### src/tdp_pkg.sv
`timescale 1ns / 1ps
// tdp_pkg: shared widths, request kind codes and the queue entry type
// for the trial division prime test unit. depends on nothing.
package tdp_pkg;

  localparam int VALUE_WIDTH = 32;
  // non-negative values only ever reach the divider
  localparam int MAG_WIDTH = VALUE_WIDTH - 1;
  // divisor never exceeds sqrt(2^MAG_WIDTH) + 1
  localparam int DIV_WIDTH = (MAG_WIDTH + 2) / 2;
  localparam int SQ_WIDTH = 2 * DIV_WIDTH;
  localparam int CNT_WIDTH = $clog2(MAG_WIDTH);

  typedef enum logic [1:0] {
    KIND_COMPOSITE,
    KIND_PRIME,
    KIND_TEST
  } kind_t;

  typedef struct packed {
    kind_t                 kind;
    logic [MAG_WIDTH-1:0]  mag;
  } entry_t;

endpackage

### src/trial_division_prime_test_unit.sv
`timescale 1ns / 1ps
// trial division prime test unit: takes one signed value per request and
// returns one is_prime bit for it. depends on tdp_pkg, tdp_front,
// tdp_queue and tdp_back.
//
// input channel: value with in_valid / in_stall; output channel: is_prime
// with out_valid / out_stall. each request gives exactly one result, in
// request order.
// negative values, zero and one report 0; two and three report 1 without
// using the divider. larger values try divisors 2, 3, ... while d*d <= value
// on a single restoring remainder unit that retires one dividend bit a cycle.
// each divisor goes through a square, a bound check and 31 remainder steps.
// the front register and a two-entry queue keep taking requests while the
// divider is busy; in_stall rises once both are full.
// a stalled result stays in the output register; the divider may finish the
// next request and wait behind it.
// reset (rst, synchronous) empties the queue, drops any request in progress
// and clears out_valid.
module trial_division_prime_test_unit (
  input  logic                             clk,
  input  logic                             rst,
  input  logic                             in_valid,
  output logic                             in_stall,
  input  logic [tdp_pkg::VALUE_WIDTH-1:0]  value,
  output logic                             out_valid,
  input  logic                             out_stall,
  output logic                             is_prime
);

  logic             push_valid;
  logic             push_stall;
  tdp_pkg::entry_t  push_entry;
  logic             q_valid;
  logic             q_stall;
  tdp_pkg::entry_t  q_entry;

  tdp_front u_front (
    .clk        (clk),
    .rst        (rst),
    .in_valid   (in_valid),
    .in_stall   (in_stall),
    .value      (value),
    .push_valid (push_valid),
    .push_stall (push_stall),
    .push_entry (push_entry)
  );

  tdp_queue u_queue (
    .clk        (clk),
    .rst        (rst),
    .push_valid (push_valid),
    .push_stall (push_stall),
    .push_entry (push_entry),
    .pop_valid  (q_valid),
    .pop_stall  (q_stall),
    .pop_entry  (q_entry)
  );

  tdp_back u_back (
    .clk       (clk),
    .rst       (rst),
    .q_valid   (q_valid),
    .q_stall   (q_stall),
    .q_entry   (q_entry),
    .out_valid (out_valid),
    .out_stall (out_stall),
    .is_prime  (is_prime)
  );

endmodule

### src/tdp_front.sv
`timescale 1ns / 1ps
// tdp_front: accepts requests and sorts out the trivial values before the
// divider sees them. depends on tdp_pkg.
module tdp_front (
  input  logic                             clk,
  input  logic                             rst,
  input  logic                             in_valid,
  output logic                             in_stall,
  input  logic [tdp_pkg::VALUE_WIDTH-1:0]  value,
  output logic                             push_valid,
  input  logic                             push_stall,
  output tdp_pkg::entry_t                  push_entry
);

  logic             valid;
  tdp_pkg::entry_t  entry;
  tdp_pkg::entry_t  entry_next;

  always_comb begin
    entry_next.mag = value[tdp_pkg::MAG_WIDTH-1:0];
    if (value[tdp_pkg::VALUE_WIDTH-1]) begin
      entry_next.kind = tdp_pkg::KIND_COMPOSITE;
    end else if (value < tdp_pkg::VALUE_WIDTH'(2)) begin
      entry_next.kind = tdp_pkg::KIND_COMPOSITE;
    end else if (value < tdp_pkg::VALUE_WIDTH'(4)) begin
      // two and three have no divisor below their root
      entry_next.kind = tdp_pkg::KIND_PRIME;
    end else begin
      entry_next.kind = tdp_pkg::KIND_TEST;
    end
  end

  assign in_stall   = valid && push_stall;
  assign push_valid = valid;
  assign push_entry = entry;

  always_ff @(posedge clk) begin
    if (rst) begin
      valid <= 1'b0;
    end else if (!in_stall) begin
      valid <= in_valid;
    end
    if (in_valid && !in_stall) begin
      entry <= entry_next;
    end
  end

endmodule

### src/tdp_queue.sv
`timescale 1ns / 1ps
// tdp_queue: two-entry queue between the front and the divider sequencer.
// depends on tdp_pkg.
module tdp_queue (
  input  logic             clk,
  input  logic             rst,
  input  logic             push_valid,
  output logic             push_stall,
  input  tdp_pkg::entry_t  push_entry,
  output logic             pop_valid,
  input  logic             pop_stall,
  output tdp_pkg::entry_t  pop_entry
);

  tdp_pkg::entry_t  slots [0:1];
  logic             wptr;
  logic             rptr;
  logic [1:0]       count;
  logic             push;
  logic             pop;

  assign push_stall = (count == 2'd2);
  assign pop_valid  = (count != 2'd0);
  assign pop_entry  = slots[rptr];
  assign push       = push_valid && !push_stall;
  assign pop        = pop_valid && !pop_stall;

  always_ff @(posedge clk) begin
    if (rst) begin
      wptr  <= 1'b0;
      rptr  <= 1'b0;
      count <= 2'd0;
    end else begin
      if (push) begin
        wptr <= !wptr;
      end
      if (pop) begin
        rptr <= !rptr;
      end
      if (push && !pop) begin
        count <= count + 2'd1;
      end else if (pop && !push) begin
        count <= count - 2'd1;
      end
    end
    if (push) begin
      slots[wptr] <= push_entry;
    end
  end

endmodule

### src/tdp_back.sv
`timescale 1ns / 1ps
// tdp_back: divider sequencer; tries divisors 2, 3, ... on one restoring
// remainder unit and holds the result register. depends on tdp_pkg.
module tdp_back (
  input  logic             clk,
  input  logic             rst,
  input  logic             q_valid,
  output logic             q_stall,
  input  tdp_pkg::entry_t  q_entry,
  output logic             out_valid,
  input  logic             out_stall,
  output logic             is_prime
);

  typedef enum logic [2:0] {
    S_IDLE,
    S_SQUARE,
    S_BOUND,
    S_DIVIDE,
    S_FINISH
  } state_t;

  state_t                          state;
  logic [tdp_pkg::MAG_WIDTH-1:0]   n;
  logic [tdp_pkg::MAG_WIDTH-1:0]   shreg;
  logic [tdp_pkg::DIV_WIDTH-1:0]   d;
  logic [tdp_pkg::SQ_WIDTH-1:0]    sq;
  logic [tdp_pkg::DIV_WIDTH-1:0]   rem;
  logic [tdp_pkg::DIV_WIDTH-1:0]   rem_next;
  logic [tdp_pkg::DIV_WIDTH:0]     trial;
  logic [tdp_pkg::CNT_WIDTH-1:0]   cnt;
  logic                            res;
  logic                            finish_go;

  assign q_stall   = (state != S_IDLE);
  // result register is free or drains this cycle
  assign finish_go = (state == S_FINISH) && (!out_valid || !out_stall);

  // one restoring step: shift in the next dividend bit, subtract if it fits
  always_comb begin
    trial = {rem, shreg[tdp_pkg::MAG_WIDTH-1]};
    if (trial >= {1'b0, d}) begin
      rem_next = tdp_pkg::DIV_WIDTH'(trial - {1'b0, d});
    end else begin
      rem_next = trial[tdp_pkg::DIV_WIDTH-1:0];
    end
  end

  always_ff @(posedge clk) begin
    if (rst) begin
      state     <= S_IDLE;
      out_valid <= 1'b0;
    end else begin
      if (finish_go) begin
        out_valid <= 1'b1;
      end else if (out_valid && !out_stall) begin
        out_valid <= 1'b0;
      end
      case (state)
        S_IDLE: begin
          if (q_valid) begin
            case (q_entry.kind)
              tdp_pkg::KIND_TEST: begin
                n     <= q_entry.mag;
                d     <= tdp_pkg::DIV_WIDTH'(2);
                state <= S_SQUARE;
              end
              tdp_pkg::KIND_PRIME: begin
                res   <= 1'b1;
                state <= S_FINISH;
              end
              default: begin
                res   <= 1'b0;
                state <= S_FINISH;
              end
            endcase
          end
        end
        S_SQUARE: begin
          sq    <= tdp_pkg::SQ_WIDTH'(d) * tdp_pkg::SQ_WIDTH'(d);
          state <= S_BOUND;
        end
        S_BOUND: begin
          if (sq > tdp_pkg::SQ_WIDTH'(n)) begin
            res   <= 1'b1;
            state <= S_FINISH;
          end else begin
            rem   <= '0;
            shreg <= n;
            cnt   <= '0;
            state <= S_DIVIDE;
          end
        end
        S_DIVIDE: begin
          rem   <= rem_next;
          shreg <= shreg << 1;
          cnt   <= cnt + tdp_pkg::CNT_WIDTH'(1);
          if (cnt == tdp_pkg::CNT_WIDTH'(tdp_pkg::MAG_WIDTH - 1)) begin
            if (rem_next == '0) begin
              res   <= 1'b0;
              state <= S_FINISH;
            end else begin
              d     <= d + tdp_pkg::DIV_WIDTH'(1);
              state <= S_SQUARE;
            end
          end
        end
        S_FINISH: begin
          if (finish_go) begin
            is_prime <= res;
            state    <= S_IDLE;
          end
        end
        default: begin
          state <= S_IDLE;
        end
      endcase
    end
  end

`ifndef ASSERT_OFF
  a_divisor_min: assert property (@(posedge clk) disable iff (rst)
    state == S_DIVIDE |-> d >= tdp_pkg::DIV_WIDTH'(2))
    else $error("divisor below two during remainder");

  a_rem_bound: assert property (@(posedge clk) disable iff (rst)
    state == S_DIVIDE |-> rem < d)
    else $error("partial remainder not below divisor");

  a_pop_busy: assert property (@(posedge clk) disable iff (rst)
    q_valid && !q_stall |=> state != S_IDLE)
    else $error("request popped but sequencer stayed idle");

  a_result_from_finish: assert property (@(posedge clk) disable iff (rst)
    $rose(out_valid) |-> $past(state) == S_FINISH)
    else $error("result raised outside finish state");
`endif

endmodule

### config.mk
export PLATFORM = sky130hd
export DESIGN_NAME = trial_division_prime_test_unit
export DESIGN_NICKNAME = d
export VERILOG_FILES = /design/src/tdp_pkg.sv /design/src/trial_division_prime_test_unit.sv /design/src/tdp_front.sv /design/src/tdp_queue.sv /design/src/tdp_back.sv
export SDC_FILE = /design/constraint.sdc
export NUM_CORES = 1
export LEC_CHECK = 0
export BUFFER_PORTS_ARGS = -buffer_cell sky130_fd_sc_hd__buf_2
export CAP_MARGIN = 15
export CORE_AREA = 2 2 193 195
export CTS_BUF_LIST = sky130_fd_sc_hd__clkbuf_4 sky130_fd_sc_hd__clkbuf_8
export DETAILED_ROUTE_END_ITERATION = 8
export DIE_AREA = 0 0 195 197
export GPL_TIMING_DRIVEN = 0
export PLACE_DENSITY = 0.65
export SLEW_MARGIN = 20
export SYNTH_ARGS = -nofsm -noshare
export SYNTH_HDL_FRONTEND = slang
export SYNTH_SLANG_ARGS = --single-unit
export TNS_END_PERCENT = 1
### constraint.sdc
create_clock -name clk -period 7.5 [get_ports clk]
set_clock_uncertainty 0.1 [all_clocks]
set_input_delay 1.875 -clock clk [delete_from_list [all_inputs] [get_ports clk]]
set_output_delay 1.875 -clock clk [all_outputs]
set_load 0.01 [all_outputs]
==> flow_summary.json <==
{
  "detailedRoute.firstIterationViolations": 685,
  "syn_inst": 1626,
  "clock_tree_from_tritoncts": "yes",
  "whs_endpoint": "u_back.is_prime",
  "timing.final.setup_violations": 0,
  "worstPathMaxFanout": 10,
  "post_drt_wl_per_cell_microns": 17.2,
  "required_ps": 7730,
  "grt_pass1_vias": 12218,
  "timing.reg2reg.setup_slack_ps": 230,
  "synth.lib_cells_used.distinct": 76,
  "post-route-min-period_ps": 7270,
  "grtUsageTotal_pct": 20.9,
  "nNetsFinal": 2076,
  "detail-route-antenna-nets": 0,
  "horizontal_die_dimension_microns": 195,
  "synth_largest_area_cell": "sky130_fd_sc_hd__edfxtp_1",
  "clk_pin_slew_worst_paths_ps": 60,
  "path_class": "register to register",
  "routed-via-count": 11477,
  "drv_slew": 0,
  "synth-edff-count": 231,
  "vias_per_cell": 5.17,
  "setup.worst_path.end_class": "register",
  "layout.filler_cells": 3215,
  "initial_utilization_pct": 49.3,
  "synth_warn": 0,
  "diodes": 0,
  "run_status": "finished clean",
  "power.ir.vdd_worst_v": 0.000443,
  "floorplan.io_pins": 39,
  "final.hold.worst_slack_ps": 318,
  "drt_pass1_iterations": 5,
  "synthesis.nets": 1980,
  "number_of_h_tree_branching_levels": 2,
  "worstHoldPathCells": 0,
  "sequential_group_share_of_total_power_pct": 23.3,
  "commonest_cells_after_routing_fill_and_taps_aside": "sky130_fd_sc_hd__inv_1, sky130_fd_sc_hd__edfxtp_1, sky130_fd_sc_hd__fa_1",
  "root_buffer": "sky130_fd_sc_hd__clkbuf_8",
  "cellLeakagePower_uw": 0.00880,
  "remaining_drc_errors": 0,
  "final-hold-violation-count": 0,
  "start_kind": "register",
  "layout.cells.most_common": "sky130_fd_sc_hd__inv_1",
  "reg2reg_to": "u_back.sq[30]",
  "relative_area_change_from_synthesis_to_final_layout_pct": 9.90,
  "grt_overflow_total": 0,
  "multiInputGateArea_sq_um": 9400,
  "r2r_cells": 22,
  "clk-insertion-delay-late_ps": 550,
  "async_set_or_reset_flop_fraction_in_the_synthesized_netlist_pct": 0,
  "syn-mean-instance-area_sq_um": 11.0,
  "die_y_microns": 197,
  "clockBufferDepth": 3,
  "fp.dieArea_sq_um": 38400,
  "period_share_pct": 96.9,
  "pwr-share-clk_pct": 13.1,
  "max-slew-margin-rel_pct": 51.0,
  "finalCoreUtilization_pct": 54.2,
  "rsz_0062_raised_after_global_routing": "yes",
  "power_frac_comb_pct": 63.6,
  "powerDensity_nw_per_um2": 425,
  "placement_rows": 70,
  "slew_at_the_pin_with_the_worst_max_slew_slack_ps": 735,
  "power.net_switching_uw": 3670,
  "synth.top_cells.by_area": "sky130_fd_sc_hd__edfxtp_1, sky130_fd_sc_hd__fa_1, sky130_fd_sc_hd__ha_1",
  "ys_ff_latch": 241,
  "power.internal_uw": 4680,
  "seq_area_frac_synth_pct": 39.9,
  "power_switching_share_pct": 44.0,
  "hp-class": "register to register",
  "drv_cap": 0,
  "numCtsBuffers": 40,
  "clock_sink_count": 241,
  "place.port_buffers": 38,
  "detailed_place.area_sq_um": 18900,
  "core_area_sq_um": 36300,
  "routabilityCongestion": 0.874,
  "setup_total_negative_slack_ps": 0,
  "first_pass_grt_wire_length_microns": 63300,
  "antenna_violations_before_repair": 0,
  "max_freq_ghz": 0.138,
  "final-seq-area_sq_um": 7140,
  "crit-reg2reg-launch": "u_back.d[12]",
  "synth.top_cell.area_share_pct": 38.8,
  "ys.flop_type": "sky130_fd_sc_hd__edfxtp_1",
  "detail_route.wirelength_microns": 38100,
  "worst_hold_startpoint": "u_back.res",
  "netlist_area_sq_um": 17900,
  "grt_start_max_net_pins": 32,
  "timing.critical_path.arrival_ps": 7500,
  "finish.instance_area_sq_um": 19600,
  "placed_wire_length_estimate_microns": 30300,
  "final_layout_size_suffix_gt1_share_pct": 11.3
}
-- area by class of cell --
class	instances	area share, %
Multi-Input combinational cell	1022	47.8
Clock buffer	51	3.22
Sequential cell	241	36.3
Clock inverter	20	0.599
Buffer	41	0.968
Inverter	321	6.19
Tap cell	468	2.98
Timing Repair Buffer	55	1.89
-- power groups by stage --
| stage | sequential [uW] | combinational [uW] | clock (uW) |
|---|---|---|---|
| floorplan | 1960 | 3910 | 0 |
| global placement | 1980 | 5200 | 0 |
| detailed placement | 1980 | 5170 | 0 |
| CTS | 1950 | 5340 | 1130 |
| global route | 1960 | 6080 | 1180 |
| finish | 1950 | 5310 | 1090 |
-- worst max-delay path, cell delays in order, from the launching register on --
cell and delay [ps]:
sky130_fd_sc_hd__edfxtp_1 360, sky130_fd_sc_hd__clkbuf_1 480, sky130_fd_sc_hd__inv_1 410, sky130_fd_sc_hd__nor2_1 320, sky130_fd_sc_hd__ha_1 310, sky130_fd_sc_hd__xor2_1 190, sky130_fd_sc_hd__fa_1 500, sky130_fd_sc_hd__inv_1 70
sky130_fd_sc_hd__fa_1 520, sky130_fd_sc_hd__fa_1 450, sky130_fd_sc_hd__fa_1 570, sky130_fd_sc_hd__inv_1 60, sky130_fd_sc_hd__fa_1 540, sky130_fd_sc_hd__inv_1 50, sky130_fd_sc_hd__ha_1 360, sky130_fd_sc_hd__a21o_1 200
sky130_fd_sc_hd__a21oi_1 250, sky130_fd_sc_hd__o21a_1 150, sky130_fd_sc_hd__o21ai_0 70, sky130_fd_sc_hd__a31oi_1 360, sky130_fd_sc_hd__nand4bb_1 250, sky130_fd_sc_hd__a21oi_1 120, sky130_fd_sc_hd__o311ai_1 370
-- stage by stage --
step,worst slack (ps),instances,power (uW)
2_1_floorplan,922,1626,5880
3_3_place_gp,-597,2132,7180
3_5_place_dp,-93.5,2147,7140
4_1_cts,97.1,2217,8410
5_1_grt,-23.8,2219,9230
6_report,231,2219,8360
-- kinds of logic (layout without fill, tap and decap cells) --
kind of cell             count (synthesis)  after routing  share of synthesized area [%]
flip-flops                             241            241                           39.9
AND/OR/NAND/NOR                        399            399                           9.94
adder cells (fa/ha/maj)                318            318                           29.2
XOR/XNOR                                68             68                           3.33
multiplexers                            39             39                           2.41
buffers and inverters                  363            488                           7.78
AO/OA/AOI/OAI                          198            198                           7.42
-- how the worst max path moves through the flow --
stage / startpoint / depth (start not counted) / slack [ps] / to
after floorplan: u_back.d[9] / 25 / 920 / u_back.sq[29]
after CTS: u_back.d[8] / 23 / 100 / u_back.sq[29]
after detailed placement: u_back.d[9] / 25 / -90 / u_back.sq[29]
after global placement: rst / 3 / -600 / u_back.shreg[19]
after global routing: u_back.d[12] / 21 / -20 / u_back.sq[29]
final: u_back.d[12] / 22 / 230 / u_back.sq[30]
-- synthesized netlist by cell type, types with 3 or more instances --
master	instances
sky130_fd_sc_hd__dfxtp_1	10
sky130_fd_sc_hd__o21bai_1	6
sky130_fd_sc_hd__nand2b_1	14
sky130_fd_sc_hd__o21a_1	8
sky130_fd_sc_hd__nand3_1	23
sky130_fd_sc_hd__mux2_2	33
sky130_fd_sc_hd__o22ai_1	4
sky130_fd_sc_hd__edfxtp_1	231
sky130_fd_sc_hd__o21ai_0	50
sky130_fd_sc_hd__nor3_1	17
sky130_fd_sc_hd__mux2i_1	6
sky130_fd_sc_hd__a211oi_1	5
sky130_fd_sc_hd__o211a_1	4
sky130_fd_sc_hd__nand3b_1	3
sky130_fd_sc_hd__buf_6	3
sky130_fd_sc_hd__o41ai_1	5
sky130_fd_sc_hd__inv_2	3
sky130_fd_sc_hd__xor2_1	25
sky130_fd_sc_hd__o21ai_1	3
sky130_fd_sc_hd__inv_1	317
sky130_fd_sc_hd__clkbuf_1	31
sky130_fd_sc_hd__xnor2_1	43
sky130_fd_sc_hd__a311oi_1	3
sky130_fd_sc_hd__and2_1	5
sky130_fd_sc_hd__and3_1	9
sky130_fd_sc_hd__nand4_1	7
sky130_fd_sc_hd__nor4_1	14
sky130_fd_sc_hd__or3_1	6
sky130_fd_sc_hd__a21oi_1	52
sky130_fd_sc_hd__nor3b_1	3
sky130_fd_sc_hd__a31oi_1	5
sky130_fd_sc_hd__fa_1	165
sky130_fd_sc_hd__or2_2	6
sky130_fd_sc_hd__a21o_1	19
sky130_fd_sc_hd__buf_1	5
sky130_fd_sc_hd__ha_1	153
sky130_fd_sc_hd__nand2_1	154
sky130_fd_sc_hd__nor2_1	128
-- state kept, by name (all words and copies together), names as in the netlist, 2 cells and up, named ones only --
name	count
u_back.cnt	5
u_back.d	16
u_back.n	31
u_back.rem	16
u_back.shreg	31
u_back.sq	31
u_back.state	3
u_front.push_entry	33
u_queue.count	2
u_queue.slots	66
-- routing by layer --
metal | up-vias | GRT usage [%] | wire [microns]
met4 | 0 | 6.67 | 1030
met5 | - | 0 | 0
li1 | 5585 | - | -
met1 | 5561 | 28.1 | 16900
met3 | 65 | 3.11 | 1830
met2 | 266 | 35.1 | 18300
-- timing repair --
item	CTS	global route
setup endpoints to repair	3	7
setup buffers	0	2
cloned	0	0
resized for setup	1	15
hold buffers	0	0
hold endpoints to repair	0	0
No activity file was read; power rests on OpenSTA's default activity.
